`config.mk`:
```
export PLATFORM = sky130hd
export DESIGN_NAME = escape_sequence_decoder
export DESIGN_NICKNAME = d
export VERILOG_FILES = /design/src/rtl/esd_pkg.sv /design/src/rtl/esd_front.sv /design/src/rtl/esd_queue.sv /design/src/rtl/esd_back.sv /design/src/rtl/escape_sequence_decoder.sv
export SDC_FILE = /design/constraint.sdc
export NUM_CORES = 1
export LEC_CHECK = 0
export ABC_CLOCK_PERIOD_IN_PS = 5500
export BUFFER_PORTS_ARGS = -buffer_cell sky130_fd_sc_hd__buf_2
export CAP_MARGIN = 20
export CORE_AREA = 2 2 152 154
export DETAILED_ROUTE_END_ITERATION = 10
export DIE_AREA = 0 0 154 156
export PLACE_DENSITY = 0.81
export SKIP_CTS_REPAIR_TIMING = 1
export SLEW_MARGIN = 20
export SYNTH_ARGS = -nofsm -noshare
export SYNTH_HDL_FRONTEND = slang
export SYNTH_HIERARCHICAL = 1
export SYNTH_SLANG_ARGS = --single-unit
```
`constraint.sdc`:
```
create_clock -name i_clk -period 5.5 [get_ports i_clk]
set_input_delay 0.825 -clock i_clk [delete_from_list [all_inputs] [get_ports i_clk]]
set_output_delay 0.825 -clock i_clk [all_outputs]
set_load 0.02 [all_outputs]
```
`src/rtl/esd_pkg.sv`:
```
package esd_pkg;

    // Default width of the running output counter.
    localparam int COUNT_BITS_DEF = 16;

    // Width of the count field carried on the result channel.
    localparam int OUT_COUNT_W = 16;

    // Number of entries in the queue between the front and the back.
    localparam int QUEUE_DEPTH = 4;

    // Character codes that the decoder produces or recognises.
    localparam logic [7:0] CH_BACKSLASH = 8'h5C;
    localparam logic [7:0] CH_QUOTE     = 8'h22;
    localparam logic [7:0] CH_CR        = 8'h0D;
    localparam logic [7:0] CH_LF        = 8'h0A;
    localparam logic [7:0] CH_TAB       = 8'h09;

    typedef struct packed {
        logic [7:0] in_char;
        logic       is_final;
    } t_in;

    typedef struct packed {
        logic [7:0]             out_char;
        logic                   run_last;
        logic [OUT_COUNT_W-1:0] out_count;
    } t_out;

    // One decoded request: a single byte, or a CR followed by an LF.
    typedef struct packed {
        logic [7:0]             char0;
        logic [OUT_COUNT_W-1:0] cnt0;
        logic                   two;
        logic [OUT_COUNT_W-1:0] cnt1;
    } t_entry;

endpackage

```
`src/rtl/esd_front.sv`:
```
module esd_front #(
    parameter int COUNT_BITS = esd_pkg::COUNT_BITS_DEF
) (
    input  logic          i_clk,
    input  logic          i_rst_n,
    input  logic          i_in_valid,
    output logic          o_in_ready,
    input  esd_pkg::t_in  i_in_data,
    input  logic          i_q_full,
    output logic          o_q_push,
    output esd_pkg::t_entry o_q_data
);

    localparam logic [3:0] PH_PLAIN = 4'd0;
    localparam logic [3:0] PH_ESC   = 4'd1;
    localparam logic [3:0] PH_HEX1  = 4'd2;
    localparam logic [3:0] PH_HEX2  = 4'd3;
    localparam logic [3:0] PH_DEC1  = 4'd4;
    localparam logic [3:0] PH_DEC2  = 4'd5;
    localparam logic [3:0] PH_DEC3  = 4'd6;

    localparam int EXT_W = (COUNT_BITS > esd_pkg::OUT_COUNT_W) ? COUNT_BITS
                                                                : esd_pkg::OUT_COUNT_W;

    // Returns the hex digit value, or 16 when the byte is not a hex digit.
    function automatic logic [4:0] hex_val(input logic [7:0] c);
        logic [7:0] u;
        u = c;
        if (c >= 8'h61 && c <= 8'h7A) begin
            u = c - 8'h20;
        end
        if (u >= 8'h30 && u <= 8'h39) begin
            hex_val = 5'(u - 8'h30);
        end else if (u >= 8'h41 && u <= 8'h46) begin
            hex_val = 5'(u - 8'h37);
        end else begin
            hex_val = 5'd16;
        end
    endfunction

    // Returns the decimal digit value, or 10 when the byte is not a digit.
    function automatic logic [3:0] dec_val(input logic [7:0] c);
        if (c >= 8'h30 && c <= 8'h39) begin
            dec_val = 4'(c - 8'h30);
        end else begin
            dec_val = 4'd10;
        end
    endfunction

    logic [3:0]            r_phase,   n_phase;
    logic [9:0]            r_partial, n_partial;
    logic                  r_bad,     n_bad;
    logic [COUNT_BITS-1:0] r_emitted, n_emitted;

    logic [7:0]            c;
    logic                  fin;
    logic [4:0]            hv;
    logic [3:0]            dv;
    logic [10:0]           code;
    logic [1:0]            n_emit;
    logic [7:0]            ch0;
    logic                  lone_bs;
    logic [COUNT_BITS-1:0] cnt1, cnt2;
    logic [EXT_W-1:0]      ext1, ext2;
    logic                  accept;

    assign c      = i_in_data.in_char;
    assign fin    = i_in_data.is_final;
    assign hv     = hex_val(c);
    assign dv     = dec_val(c);
    assign code   = 11'(r_partial) + 11'(dv);
    assign accept = i_in_valid && o_in_ready;

    assign o_in_ready = !i_q_full;

    always_comb begin
        n_phase   = r_phase;
        n_partial = r_partial;
        n_bad     = r_bad;
        n_emit    = 2'd0;
        ch0       = c;
        lone_bs   = 1'b0;
        unique case (r_phase)
            PH_PLAIN: begin
                if (c == esd_pkg::CH_BACKSLASH) begin
                    n_phase = PH_ESC;
                    lone_bs = 1'b1;
                end else begin
                    n_emit = 2'd1;
                end
            end
            PH_ESC: begin
                n_phase   = PH_PLAIN;
                n_bad     = 1'b0;
                n_partial = 10'd0;
                priority if (c == esd_pkg::CH_BACKSLASH || c == esd_pkg::CH_QUOTE) begin
                    n_emit = 2'd1;
                end else if (c == 8'h6E || c == 8'h4E) begin
                    n_emit = 2'd2;
                    ch0    = esd_pkg::CH_CR;
                end else if (c == 8'h74 || c == 8'h54) begin
                    n_emit = 2'd1;
                    ch0    = esd_pkg::CH_TAB;
                end else if (c == 8'h78 || c == 8'h58) begin
                    n_phase = PH_HEX1;
                end else if (c == 8'h69 || c == 8'h49) begin
                    n_phase = PH_DEC1;
                end else begin
                    n_phase = PH_PLAIN;
                end
            end
            PH_HEX1: begin
                if (hv[4]) begin
                    n_bad = 1'b1;
                end else begin
                    n_partial = {6'd0, hv[3:0]};
                end
                n_phase = PH_HEX2;
            end
            PH_HEX2: begin
                if (!r_bad && !hv[4]) begin
                    n_emit = 2'd1;
                    ch0    = {r_partial[3:0], hv[3:0]};
                end
                n_phase = PH_PLAIN;
            end
            PH_DEC1: begin
                if (dv > 4'd9) begin
                    n_bad = 1'b1;
                end else begin
                    n_partial = 10'(dv) * 10'd100;
                end
                n_phase = PH_DEC2;
            end
            PH_DEC2: begin
                if (dv > 4'd9) begin
                    n_bad = 1'b1;
                end else if (!r_bad) begin
                    n_partial = r_partial + 10'(dv) * 10'd10;
                end
                n_phase = PH_DEC3;
            end
            PH_DEC3: begin
                if (!r_bad && dv <= 4'd9 && code < 11'd256) begin
                    n_emit = 2'd1;
                    ch0    = code[7:0];
                end
                n_phase = PH_PLAIN;
            end
            default: begin
                n_phase = PH_PLAIN;
            end
        endcase

        if (fin) begin
            if (lone_bs) begin
                n_emit = 2'd1;
                ch0    = esd_pkg::CH_BACKSLASH;
            end
            n_phase   = PH_PLAIN;
            n_partial = 10'd0;
            n_bad     = 1'b0;
        end
    end

    // Saturating counts for the first and second byte of this request.
    assign cnt1 = (&r_emitted) ? r_emitted : r_emitted + 1'b1;
    assign cnt2 = (&cnt1) ? cnt1 : cnt1 + 1'b1;
    assign ext1 = EXT_W'(cnt1);
    assign ext2 = EXT_W'(cnt2);

    always_comb begin
        if (fin) begin
            n_emitted = '0;
        end else if (n_emit == 2'd2) begin
            n_emitted = cnt2;
        end else if (n_emit == 2'd1) begin
            n_emitted = cnt1;
        end else begin
            n_emitted = r_emitted;
        end
    end

    assign o_q_push       = accept && (n_emit != 2'd0);
    assign o_q_data.char0 = ch0;
    assign o_q_data.cnt0  = ext1[esd_pkg::OUT_COUNT_W-1:0];
    assign o_q_data.two   = (n_emit == 2'd2);
    assign o_q_data.cnt1  = ext2[esd_pkg::OUT_COUNT_W-1:0];

    always_ff @(posedge i_clk) begin
        if (!i_rst_n) begin
            r_phase   <= PH_PLAIN;
            r_partial <= 10'd0;
            r_bad     <= 1'b0;
            r_emitted <= '0;
        end else if (accept) begin
            r_phase   <= n_phase;
            r_partial <= n_partial;
            r_bad     <= n_bad;
            r_emitted <= n_emitted;
        end
    end

endmodule

```
`src/rtl/esd_queue.sv`:
```
module esd_queue (
    input  logic            i_clk,
    input  logic            i_rst_n,
    input  logic            i_push,
    input  esd_pkg::t_entry i_data,
    output logic            o_full,
    input  logic            i_pop,
    output logic            o_valid,
    output esd_pkg::t_entry o_data
);

    localparam int PTR_W = $clog2(esd_pkg::QUEUE_DEPTH);
    localparam int CNT_W = $clog2(esd_pkg::QUEUE_DEPTH + 1);

    esd_pkg::t_entry r_mem [esd_pkg::QUEUE_DEPTH];
    logic [PTR_W-1:0] r_wr_ptr;
    logic [PTR_W-1:0] r_rd_ptr;
    logic [CNT_W-1:0] r_count;
    logic             do_pop;

    assign o_full  = (r_count == CNT_W'(esd_pkg::QUEUE_DEPTH));
    assign o_valid = (r_count != '0);
    assign o_data  = r_mem[r_rd_ptr];
    assign do_pop  = i_pop && o_valid;

    always_ff @(posedge i_clk) begin
        if (i_push && !o_full) begin
            r_mem[r_wr_ptr] <= i_data;
        end
    end

    always_ff @(posedge i_clk) begin
        if (!i_rst_n) begin
            r_wr_ptr <= '0;
            r_rd_ptr <= '0;
            r_count  <= '0;
        end else begin
            if (i_push && !o_full) begin
                r_wr_ptr <= (r_wr_ptr == PTR_W'(esd_pkg::QUEUE_DEPTH - 1)) ? '0
                                                                          : r_wr_ptr + 1'b1;
            end
            if (do_pop) begin
                r_rd_ptr <= (r_rd_ptr == PTR_W'(esd_pkg::QUEUE_DEPTH - 1)) ? '0
                                                                          : r_rd_ptr + 1'b1;
            end
            r_count <= r_count + CNT_W'(i_push && !o_full) - CNT_W'(do_pop);
        end
    end

endmodule

```
`src/rtl/esd_back.sv`:
```
module esd_back (
    input  logic            i_clk,
    input  logic            i_rst_n,
    input  logic            i_q_valid,
    input  esd_pkg::t_entry i_q_data,
    output logic            o_q_pop,
    output logic            o_out_valid,
    input  logic            i_out_ready,
    output esd_pkg::t_out   o_out_data
);

    logic                               r_out_valid;
    esd_pkg::t_out                      r_out;
    logic                               r_pend;
    logic [esd_pkg::OUT_COUNT_W-1:0]    r_pend_cnt;
    logic                               load;

    // The output register takes a new result whenever it is empty or drained.
    assign load    = !r_out_valid || i_out_ready;
    assign o_q_pop = load && !r_pend && i_q_valid;

    assign o_out_valid = r_out_valid;
    assign o_out_data  = r_out;

    always_ff @(posedge i_clk) begin
        if (load) begin
            if (r_pend) begin
                r_out.out_char  <= esd_pkg::CH_LF;
                r_out.run_last  <= 1'b1;
                r_out.out_count <= r_pend_cnt;
            end else begin
                r_out.out_char  <= i_q_data.char0;
                r_out.run_last  <= !i_q_data.two;
                r_out.out_count <= i_q_data.cnt0;
                r_pend_cnt      <= i_q_data.cnt1;
            end
        end
    end

    always_ff @(posedge i_clk) begin
        if (!i_rst_n) begin
            r_out_valid <= 1'b0;
            r_pend      <= 1'b0;
        end else if (load) begin
            if (r_pend) begin
                r_out_valid <= 1'b1;
                r_pend      <= 1'b0;
            end else begin
                r_out_valid <= i_q_valid;
                r_pend      <= i_q_valid && i_q_data.two;
            end
        end
    end

    // While the LF is pending, the CR it follows must be on the output.
    a_pend_has_first: assert property (@(posedge i_clk) disable iff (!i_rst_n)
        r_pend |-> (r_out_valid && !r_out.run_last))
        else $error("pending LF without its CR on the output");

    // The pending LF always appears as the closing result of its request.
    a_lf_follows: assert property (@(posedge i_clk) disable iff (!i_rst_n)
        (r_pend && load) |=> (r_out_valid && r_out.run_last
                              && r_out.out_char == esd_pkg::CH_LF))
        else $error("pending LF not presented as the last result");

    // A second byte is only ever owed for a two-byte request.
    a_pend_source: assert property (@(posedge i_clk) disable iff (!i_rst_n)
        (!r_pend && o_q_pop && !i_q_data.two) |=> !r_pend)
        else $error("second byte owed for a single-byte request");

endmodule

```
`src/rtl/escape_sequence_decoder.sv`:
```
// Backslash escape decoder for character strings. One source character is
// taken per request on the input channel, with is_final marking the end of
// a string; decoded bytes leave on the output channel, each with run_last set
// on the final byte caused by its input and a running per-string byte count
// that saturates at 2^COUNT_BITS - 1 and returns to zero after each string.
// The block accepts one character every cycle while its queue is not full.
// Every input character yields at most one output byte, except the newline
// escape, which yields CR and LF. A four-entry queue between the classifying
// front and the output stage absorbs those extra bytes and any back-pressure;
// the input is only held off when that queue is full. A byte passes through
// the queue and then the registered output stage before it is presented on
// the output. Escape letters are matched as plain ASCII.
module escape_sequence_decoder #(
    parameter int COUNT_BITS = esd_pkg::COUNT_BITS_DEF
) (
    input  logic          i_clk,
    input  logic          i_rst_n,
    input  logic          i_in_valid,
    output logic          o_in_ready,
    input  esd_pkg::t_in  i_in_data,
    output logic          o_out_valid,
    input  logic          i_out_ready,
    output esd_pkg::t_out o_out_data
);

    logic            q_push;
    logic            q_full;
    logic            q_pop;
    logic            q_valid;
    esd_pkg::t_entry q_wr_data;
    esd_pkg::t_entry q_rd_data;

    // The front tracks the escape phase and turns each character into a
    // request of zero, one or two bytes with their counts already worked out.
    esd_front #(
        .COUNT_BITS (COUNT_BITS)
    ) u_front (
        .i_clk      (i_clk),
        .i_rst_n    (i_rst_n),
        .i_in_valid (i_in_valid),
        .o_in_ready (o_in_ready),
        .i_in_data  (i_in_data),
        .i_q_full   (q_full),
        .o_q_push   (q_push),
        .o_q_data   (q_wr_data)
    );

    // The queue decouples the two sides so that either may stall alone.
    esd_queue u_queue (
        .i_clk   (i_clk),
        .i_rst_n (i_rst_n),
        .i_push  (q_push),
        .i_data  (q_wr_data),
        .o_full  (q_full),
        .i_pop   (q_pop),
        .o_valid (q_valid),
        .o_data  (q_rd_data)
    );

    // The back drains requests into the registered output, presenting the
    // CR LF pair as two results, the CR first and the LF after it.
    esd_back u_back (
        .i_clk       (i_clk),
        .i_rst_n     (i_rst_n),
        .i_q_valid   (q_valid),
        .i_q_data    (q_rd_data),
        .o_q_pop     (q_pop),
        .o_out_valid (o_out_valid),
        .i_out_ready (i_out_ready),
        .o_out_data  (o_out_data)
    );

endmodule

```
After elaboration in Yosys (flattened, before gate mapping)
Memories as Yosys holds them, arrays and structs flattened. A register that Yosys moved wholly into a read port is not among the register bits.
Cells that the tools add are included.
Word-level totals
  flip-flop bits (word level): 81
  memory bits (writable): 164
  input port bits: 13
  output and inout port bits: 27
  word-level logic and storage cells: 163
  memories kept: 1
Memory list
  u_queue.r_mem: words 4, width 41, read ports 1, clocked after Yosys merged registers in 1, write ports 1, line esd_queue.sv:15  | esd_pkg::t_entry r_mem [esd_pkg::QUEUE_DEPTH];
Operators by class
  add/subtract/negate cells: 12
  $mul: 2
  $lt $le $gt $ge: 11
  equal/unequal tests: 28
  muxes and demuxes: 55
  bitwise gates (word level): 1
  reduce and logical (&&, ||, !) cells: 40
Operators with widths (number)
  16-bit two-way mux: 6
  8-bit by 7-bit equality test with 1-bit output, second input constant: 9
  8-bit two-way mux: 8
  10-bit two-way mux: 5
  10-bit one-hot mux with 4 select lines: 1
  16-bit by 1-bit adder with 16-bit output, second input constant: 2
  16-bit AND reduction: 2
  4-bit two-way mux: 7
  8-bit one-hot mux with 3 select lines: 1
  4-bit one-hot mux with 5 select lines: 1
  8-bit by 6-bit greater-or-equal comparator with 1-bit output, second input constant: 2
  8-bit by 7-bit greater-or-equal comparator with 1-bit output, second input constant: 2
  8-bit by 6-bit less-or-equal comparator with 1-bit output, second input constant: 2
  8-bit by 7-bit less-or-equal comparator with 1-bit output, second input constant: 2
  2-bit two-way mux: 8
  1-bit logical AND: 14
  1-bit two-way mux: 13
  4-bit by 3-bit equality test with 1-bit output, second input constant: 3
  3-bit != test, second input constant: 4
  10-bit by 4-bit adder with 11-bit output: 1
  11-bit by 9-bit < comparator with 1-bit output, second input constant: 1
  10-bit by 8-bit adder with 10-bit output: 1
  5-bit two-way mux: 2
  5-bit subtractor, second input constant: 2
  other kinds (32): 50

Logic depth before layout (Yosys ltp)
Gate-level depths: netlist (run 1).
  depth after elaboration: 18
  gate-level depth with buffers: 22
  depth with buffers taken out: 20

Modules after synthesis
Netlist (run 1), hierarchy kept.
Modules (own cells, without submodules)
  esd_queue: times used 1, cells each 268, area an instance 6411.1 sq um, seq. area each 5104.9 sq um
  esd_front: times used 1, cells each 587, area an instance 4112.7 sq um, seq. area each 600.6 sq um
  esd_back: times used 1, cells each 79, area an instance 1590.3 sq um, seq. area each 1271.2 sq um

Worst setup path before layout (run 1)
Ideal clock, no wire load.
  path type: input-to-reg
  start: input i_in_data[1] (netlist name)
  end: memory u_queue/r_mem[0][0] (netlist name) (enable)
  setup time: 0.402 ns
  arrival time: 4.856 ns
  data required time: 5.098 ns
  path slack: 0.242 ns
  stages on the path: 17
  path buffers: 2
  path through: inv_1 ha_1 o21bai_1 a21oi_1 and2_1 inv_1 fa_1 a41o_1 a31oi_1 a211o_1 and3_1 clkbuf_1 nor2_1 nor2_1 nor2b_1 buf_2 and2_1
On the way
  cells in the longest elaborated chain, start to end: 18
  elaborated cells on any way between the ends: 52
  those cells by class: 5 x add/sub; 10 x order compare; 6 x eq/ne; 17 x mux; 14 x reduce/logical
RTL lines
  start: declaration: line escape_sequence_decoder.sv:20  | input esd_pkg::t_in i_in_data,
  parallel branches: the longest is 12 deep, another holds 10-bit by 4-bit adder with 11-bit output
  2-bit two-way mux *: line esd_front.sv:155  | if (fin) begin
  2-bit nonzero test *: line esd_front.sv:184  | assign o_q_push = accept && (n_emit != 2'd0);
  1-bit logical AND *: line esd_front.sv:184
  via q_push: line escape_sequence_decoder.sv:26  | logic q_push;
  1-bit logical AND *: line esd_queue.sv:27  | if (i_push && !o_full) begin
  1-bit two-way mux *: line esd_queue.sv:27
  1-bit two-way mux (not written as such) *: line esd_queue.sv:28  | r_mem[r_wr_ptr] <= i_data;
  end: declaration: line esd_queue.sv:15
Mark *: on every way through the listed nets, which the timed path passes.

==> results_dict.tcl, run 1 <==
set metrics [dict create \
    status "finished clean" \
    dieArea_sq_um 24000 \
    via_per_inst 6.24 \
    grt_antenna_before_repair 1 \
    h-tree-depth 1 \
    slew_headroom 0.279 \
    grt_pass1_vias 7731 \
    setup_viol 0 \
    io_buffers 39 \
    p_leak_nw 4.72 \
    yosysMostFrequentCell "edfxtp_1" \
    cts_root_buffer "clkbuf_16" \
    cts_buffer_depth 3 \
    ioPinCount 40 \
    end_kind "flop" \
    fin_area_sq_um 13300 \
    async_flop_share 0 \
    avgRoutedWirePerCell_um 20.6 \
    yosysSeqAreaShare 0.576 \
    hold_viol 0 \
    num-fill-cells 1658 \
    yosys_warnings 6 \
    skew_ps 6.09 \
    hpwl_um 17300 \
    p_int_mw 3.94 \
    yosys.area.top_type_share 0.508 \
    p_per_area_nw_per_um2 406 \
    max-vdd-ir-drop_mv 0.254 \
    cts_num_sinks 246 \
    grt_use_total 0.219 \
    rsz0062_at_grt "false" \
    synth.distinct_cells 79 \
    crit_fanout 9 \
    min_path_type "reg -> reg" \
    place.gp.congestion 0.940 \
    max_freq_mhz 215 \
    arrival_ps 4950 \
    grt_max_degree 42 \
    drtPass1Iterations 5 \
    instances_no_fill 1269 \
    finalCriticalPeriod_ps 4660 \
    fin_tns_setup_ps 0 \
    drive_above_1_share 0.177 \
    finalNetCount 1018 \
    synth_edf_count 205 \
    dr.first_iter.drc_count 806 \
    fp.dieH_um 156 \
    critPathKind "reg -> reg" \
    p_total_mw 5.42 \
    synth_common_cells "205 x edfxtp_1, 72 x nand2_1, 53 x nor2_1" \
    finish.utilization 0.596 \
    syn_inst 934 \
    syn_avg_cell_area_sq_um 13.0 \
    clk_pin_slew_ps 60 \
    rows 55 \
    grt_overflow 0 \
    dp_slack_ps 533 \
    power.switching_mw 1.48 \
    fin_hold_ws_ps 507 \
    placed_cells 1225 \
    fin_crit_sh 0.846 \
    swShare 0.272 \
    vias 7923 \
    synth_top_cells_by_area "edfxtp_1 51%, mux4_2 7.6%, dfxtp_1 6.8%" \
    worst_pin_slew_ps 1080 \
    syn_nets 986 \
    cap_violations 0 \
    clockPowerShare 0.291 \
    cts_buffers 24 \
    synthFlopType "edfxtp_1" \
    grt_pass1_wl_um 41500 \
    dpl_cell_area_sq_um 12600 \
    area_growth_syn_to_layout_pct 10.1 \
    clk_latency_ps 510 \
    initial_utilization 0.542 \
    cp-start-kind "flop" \
    pwr-share-seq 0.488 \
    syn-cell-area_sq_um 12100 \
    drc 0 \
    drv_slew 0 \
    yosys.area.top_type "edfxtp_1" \
    die_x_um 154 \
    ys_ff_latch 246 \
    drt-total-wl_um 26100 \
    postRouteAntennaNets 0 \
    combPwrFrac 0.221 \
    worst_slack_ps 845 \
    cts_tree "done" \
    required_ps 5800 \
    antenna_cells 0 \
    core_sq_um 22400 \
]
## worst max-delay path: stages, from the launching register on
cell      delay [ps]
dfxtp_1          480
ha_1             320
nand3_1          220
or3_1            510
nor2_1           340
xnor2_1          360
ha_1             350
o2111a_1         240
and3_1           240
nand3_1          230
nor2_1           660
nor3_1           160
xnor2_1          320
## worst paths after layout
check	start	end	slack (ps)	cells past startpoint
setup reg to reg	u_front/r_emitted[0]	u_queue/r_mem[3][8]	840	12
hold reg to reg	u_queue/r_wr_ptr[1]	u_queue/r_wr_ptr[1]	510	2
setup / recovery	u_front/r_emitted[0]	u_queue/r_mem[3][8]	840	12
hold / removal	u_queue/r_wr_ptr[1]	u_queue/r_wr_ptr[1]	510	2
## layout make-up
class | count | area (sq um) | share of cell area
flip-flops and latches | 246 | 6980 | 0.523
inverters | 33 | 124 | 0.00929
repair buffers | 51 | 335 | 0.0251
clock inverters | 12 | 85.1 | 0.00638
well taps | 285 | 357 | 0.0267
multi-input cells | 610 | 4780 | 0.358
clock buffers | 32 | 682 | 0.0511
## layer usage
metal	share of wire	global-route usage
met1	0.41	0.294
met2	0.49	0.372
met3	0.070	0.0378
met4	0.023	0.0623
met5	0	0
## layout by cell type, fill, tap and decap left out, types with 24 or more instances in the layout
cell type and n:
xnor2_1 30, edfxtp_1 205, inv_1 33, ha_1 35, mux4_2 41, o21ai_0 38, a21oi_1 47, nor2_1 53
nand2_1 72, buf_2 39, dfxtp_1 39, clkbuf_16 25, nand3_1 24
## sequential cells by signal, indices dropped and copies added, names as in the netlist, 3 cells and up, named ones only
register           flops
u_back/r_pend_cnt     16
u_queue/r_mem        164
u_back/o_out_data     25
u_queue/r_count        3
u_front/r_partial     10
u_front/r_emitted     16
u_front/r_phase        3
## logic make-up (layout without fill, tap and decap cells)
group | count (synthesis) | in the layout | share of synthesized area
AND/OR/NAND/NOR | 287 | 287 | 0.125
buffers and inverters | 78 | 128 | 0.0301
XOR/XNOR | 39 | 39 | 0.0282
flip-flops | 246 | 246 | 0.576
adder cells (fa/ha/maj) | 39 | 39 | 0.0428
AO/OA/AOI/OAI | 172 | 172 | 0.0937
multiplexers | 73 | 73 | 0.105
## power by group through the flow
stage	Clock (mW)	Combinational (mW)	Sequential [mW]
floorplan	0	0.823	2.72
global placement	0	1.17	2.66
detailed placement	0	1.20	2.68
CTS	1.61	1.21	2.65
global route	1.67	1.29	2.68
finish	1.58	1.20	2.64
Note: power is estimated with default switching activity, not from simulation.
==> run 2: changes to the inputs <==
Settings changed: ABC_AREA set to 1, ABC_CLOCK_PERIOD_IN_PS 5500 to 4400, CORE_AREA 2 2 152 154 to 2 2 155 157, DIE_AREA 0 0 154 156 to 0 0 157 159, PLACE_DENSITY 0.81 to 0.78.
Clock period 5.5 ns to 4.4 ns, I/O delays scaled along.
==> results_dict.tcl, run 2 <==
set metrics [dict create \
    status "finished clean" \
    crit_fanout 7 \
    swShare 0.345 \
    via_per_inst 5.61 \
    yosys.area.top_type_share 0.485 \
    vias 9753 \
    max-vdd-ir-drop_mv 0.314 \
    cap_violations 0 \
    postRouteAntennaNets 0 \
    cts_tree "done" \
    grt_pass1_wl_um 47900 \
    critPathKind "in -> reg" \
    hold_depth 4 \
    arrival_ps 4310 \
    end_kind "flop" \
    die_x_um 157 \
    syn_inst 1351 \
    drc 0 \
    ys_ff_latch 246 \
    cts_root_buffer "clkbuf_16" \
    finalNetCount 1450 \
    async_flop_share 0 \
    largest_reg_flops 164 \
    grt_pass1_vias 9174 \
    p_leak_nw 5.79 \
    p_total_mw 8.09 \
    required_ps 4860 \
    synthFlopType "edfxtp_1" \
    finalCriticalPeriod_ps 3850 \
    synth_edf_count 205 \
    min_path_type "in -> reg" \
    r2r_setup_slack_ps 880 \
    grt_antenna_before_repair 0 \
    cts_buffer_depth 3 \
    fp.dieH_um 159 \
    clk_pin_slew_ps 60 \
    yosys.area.top_type "edfxtp_1" \
    hold_end "u_back/r_pend" \
    setup_viol 0 \
    yosys_warnings 6 \
    syn_nets 1403 \
    layout_commonest_cell "nand2_1" \
    worst_pin_slew_ps 987 \
    multiInputGateArea_sq_um 4880 \
    largest-register "u_queue/r_mem" \
    dr.first_iter.drc_count 1056 \
    max_freq_mhz 260 \
    h-tree-depth 1 \
    ioPinCount 40 \
    fin_crit_sh 0.874 \
    ff_latch_area_sq_um 6980 \
    drive_above_1_share 0.128 \
    initial_utilization 0.547 \
    yosysSeqAreaShare 0.550 \
    grt_max_degree 83 \
    synth.distinct_cells 54 \
    hold_viol 0 \
    rr_worst_depth 20 \
    r2r_start "u_front/r_emitted[0]" \
    hpwl_um 20200 \
    avgRoutedWirePerCell_um 17.2 \
    num-fill-cells 1868 \
    rsz0062_at_grt "false" \
    drtPass1Iterations 6 \
    io_buffers 39 \
    yosysMostFrequentCell "nand2_1" \
    synth_top_cells_by_area "edfxtp_1 49%, nand2_1 7.5%, dfxtp_1 6.5%" \
    place.gp.congestion 0.951 \
    final_cell_mix "253 x nand2_1, 205 x edfxtp_1, 180 x nor2_1" \
    grt_use_total 0.241 \
    drt-total-wl_um 29900 \
    clk_latency_ps 560 \
    pwr-share-seq 0.420 \
    cts_num_sinks 246 \
    cp-start-kind "input port" \
    p_per_area_nw_per_um2 572 \
    antenna_cells 0 \
    cts_buffers 27 \
    core_sq_um 23200 \
    slew_headroom 0.342 \
    worstHoldStart "i_out_ready" \
    skew_ps 28.6 \
    fin_hold_ws_ps 415 \
    rows 56 \
    syn-cell-area_sq_um 12700 \
    r2r_end "u_front/r_emitted[4]" \
    clockPowerShare 0.280 \
    synth_common_cells "253 x nand2_1, 205 x edfxtp_1, 184 x nor2_1" \
    drv_slew 0 \
    grt_overflow 0 \
    dieArea_sq_um 25000 \
    area_growth_syn_to_layout_pct 11.5 \
    power.switching_mw 2.79 \
    p_int_mw 5.29 \
    syn_avg_cell_area_sq_um 9.39 \
    combPwrFrac 0.300 \
]
-- run 2: cell types whose count changed after synthesis, moves of 20 or more --
cell      before  now
mux2_2        20    0
o21ai_0       38   71
inv_1         33  122
o21ai_1        6   47
xnor2_1       30    5
o22ai_1        2   43
nand2_2        1   23
mux4_2        41    0
nand3_1       24   77
nand2_1       72  253
clkbuf_1      26    6
nor2_1        53  184
-- run 2: metal layers --
layer | up-vias | GRT usage | part of all wire
met4 | 0 | 0.0617 | 0.022
li1 | 4717 | - | -
met1 | 4594 | 0.327 | 0.43
met2 | 386 | 0.407 | 0.48
met3 | 56 | 0.0370 | 0.068
met5 | - | 0 | 0
-- run 2: logic make-up after synthesis --
family | after synthesis | share of synthesized area
simple gates | 605 | 0.211
flops | 246 | 0.550
compound gates | 245 | 0.109
buf+inv | 184 | 0.0674
fa+ha+maj | 39 | 0.0408
xor+xnor | 32 | 0.0221
-- run 2: through the flow --
step,cell area [sq um],utilization,std cells,setup slack [ps],TNS (ps)
after floorplan,12700,-,1351,-410,-67170
after global placement,13200,0.571,1688,216,0
after detailed placement,13200,0.571,1688,36.1,0
after CTS,14100,0.610,1738,604,0
after global routing,14100,0.610,1738,192,0
final,14100,0.610,1738,552,0
-- run 2: critical path, cell delays in order --
cell     delay (ps)
buf_2           150
inv_1           140
ha_1            220
nand3_1         120
nand2_2         120
nand2_2          70
nor2_1          140
inv_1           180
ha_1            320
a21oi_1         130
nand2_1          90
nand3_1         100
nand2_1         100
nand3_1          80
nand2_1          60
nor2_2          110
nand3_1         140
a41oi_1         380
nand2_1         180
inv_1           110
ha_1            170
fa_1            410
nand2_1          80
inv_1            40
-- run 2: area by class of cell --
type                       count  share of cell area
tap                          319              0.0282
sequential                   246               0.493
clock inverter                15              0.0103
timing repair buffer          68              0.0327
clock buffer                  35              0.0541
inverter                     134              0.0363
multi-input combinational    921               0.345
-- run 2: how the worst max path moves through the flow --
| stage | start | end | cells after the start |
|---|---|---|---|
| after floorplan | i_in_data[1] | u_queue/r_mem[0][0] | 19 |
| after global placement | i_in_data[2] | u_queue/r_mem[2][1] | 22 |
| after detailed placement | i_in_data[2] | u_queue/r_count[1] | 24 |
| after CTS | i_in_data[2] | u_queue/r_mem[2][11] | 22 |
| after global routing | i_in_data[2] | u_queue/r_count[1] | 24 |
| final | i_in_data[2] | u_queue/r_count[1] | 24 |
-- run 2: power by group through the flow --
stage	combinational, mW	sequential, mW	clock [mW]
2_1_floorplan	1.60	3.57	0
3_3_place_gp	2.32	3.42	0
3_5_place_dp	2.39	3.44	0
4_1_cts	2.42	3.39	2.30
5_1_grt	2.72	3.44	2.39
6_report	2.43	3.39	2.26
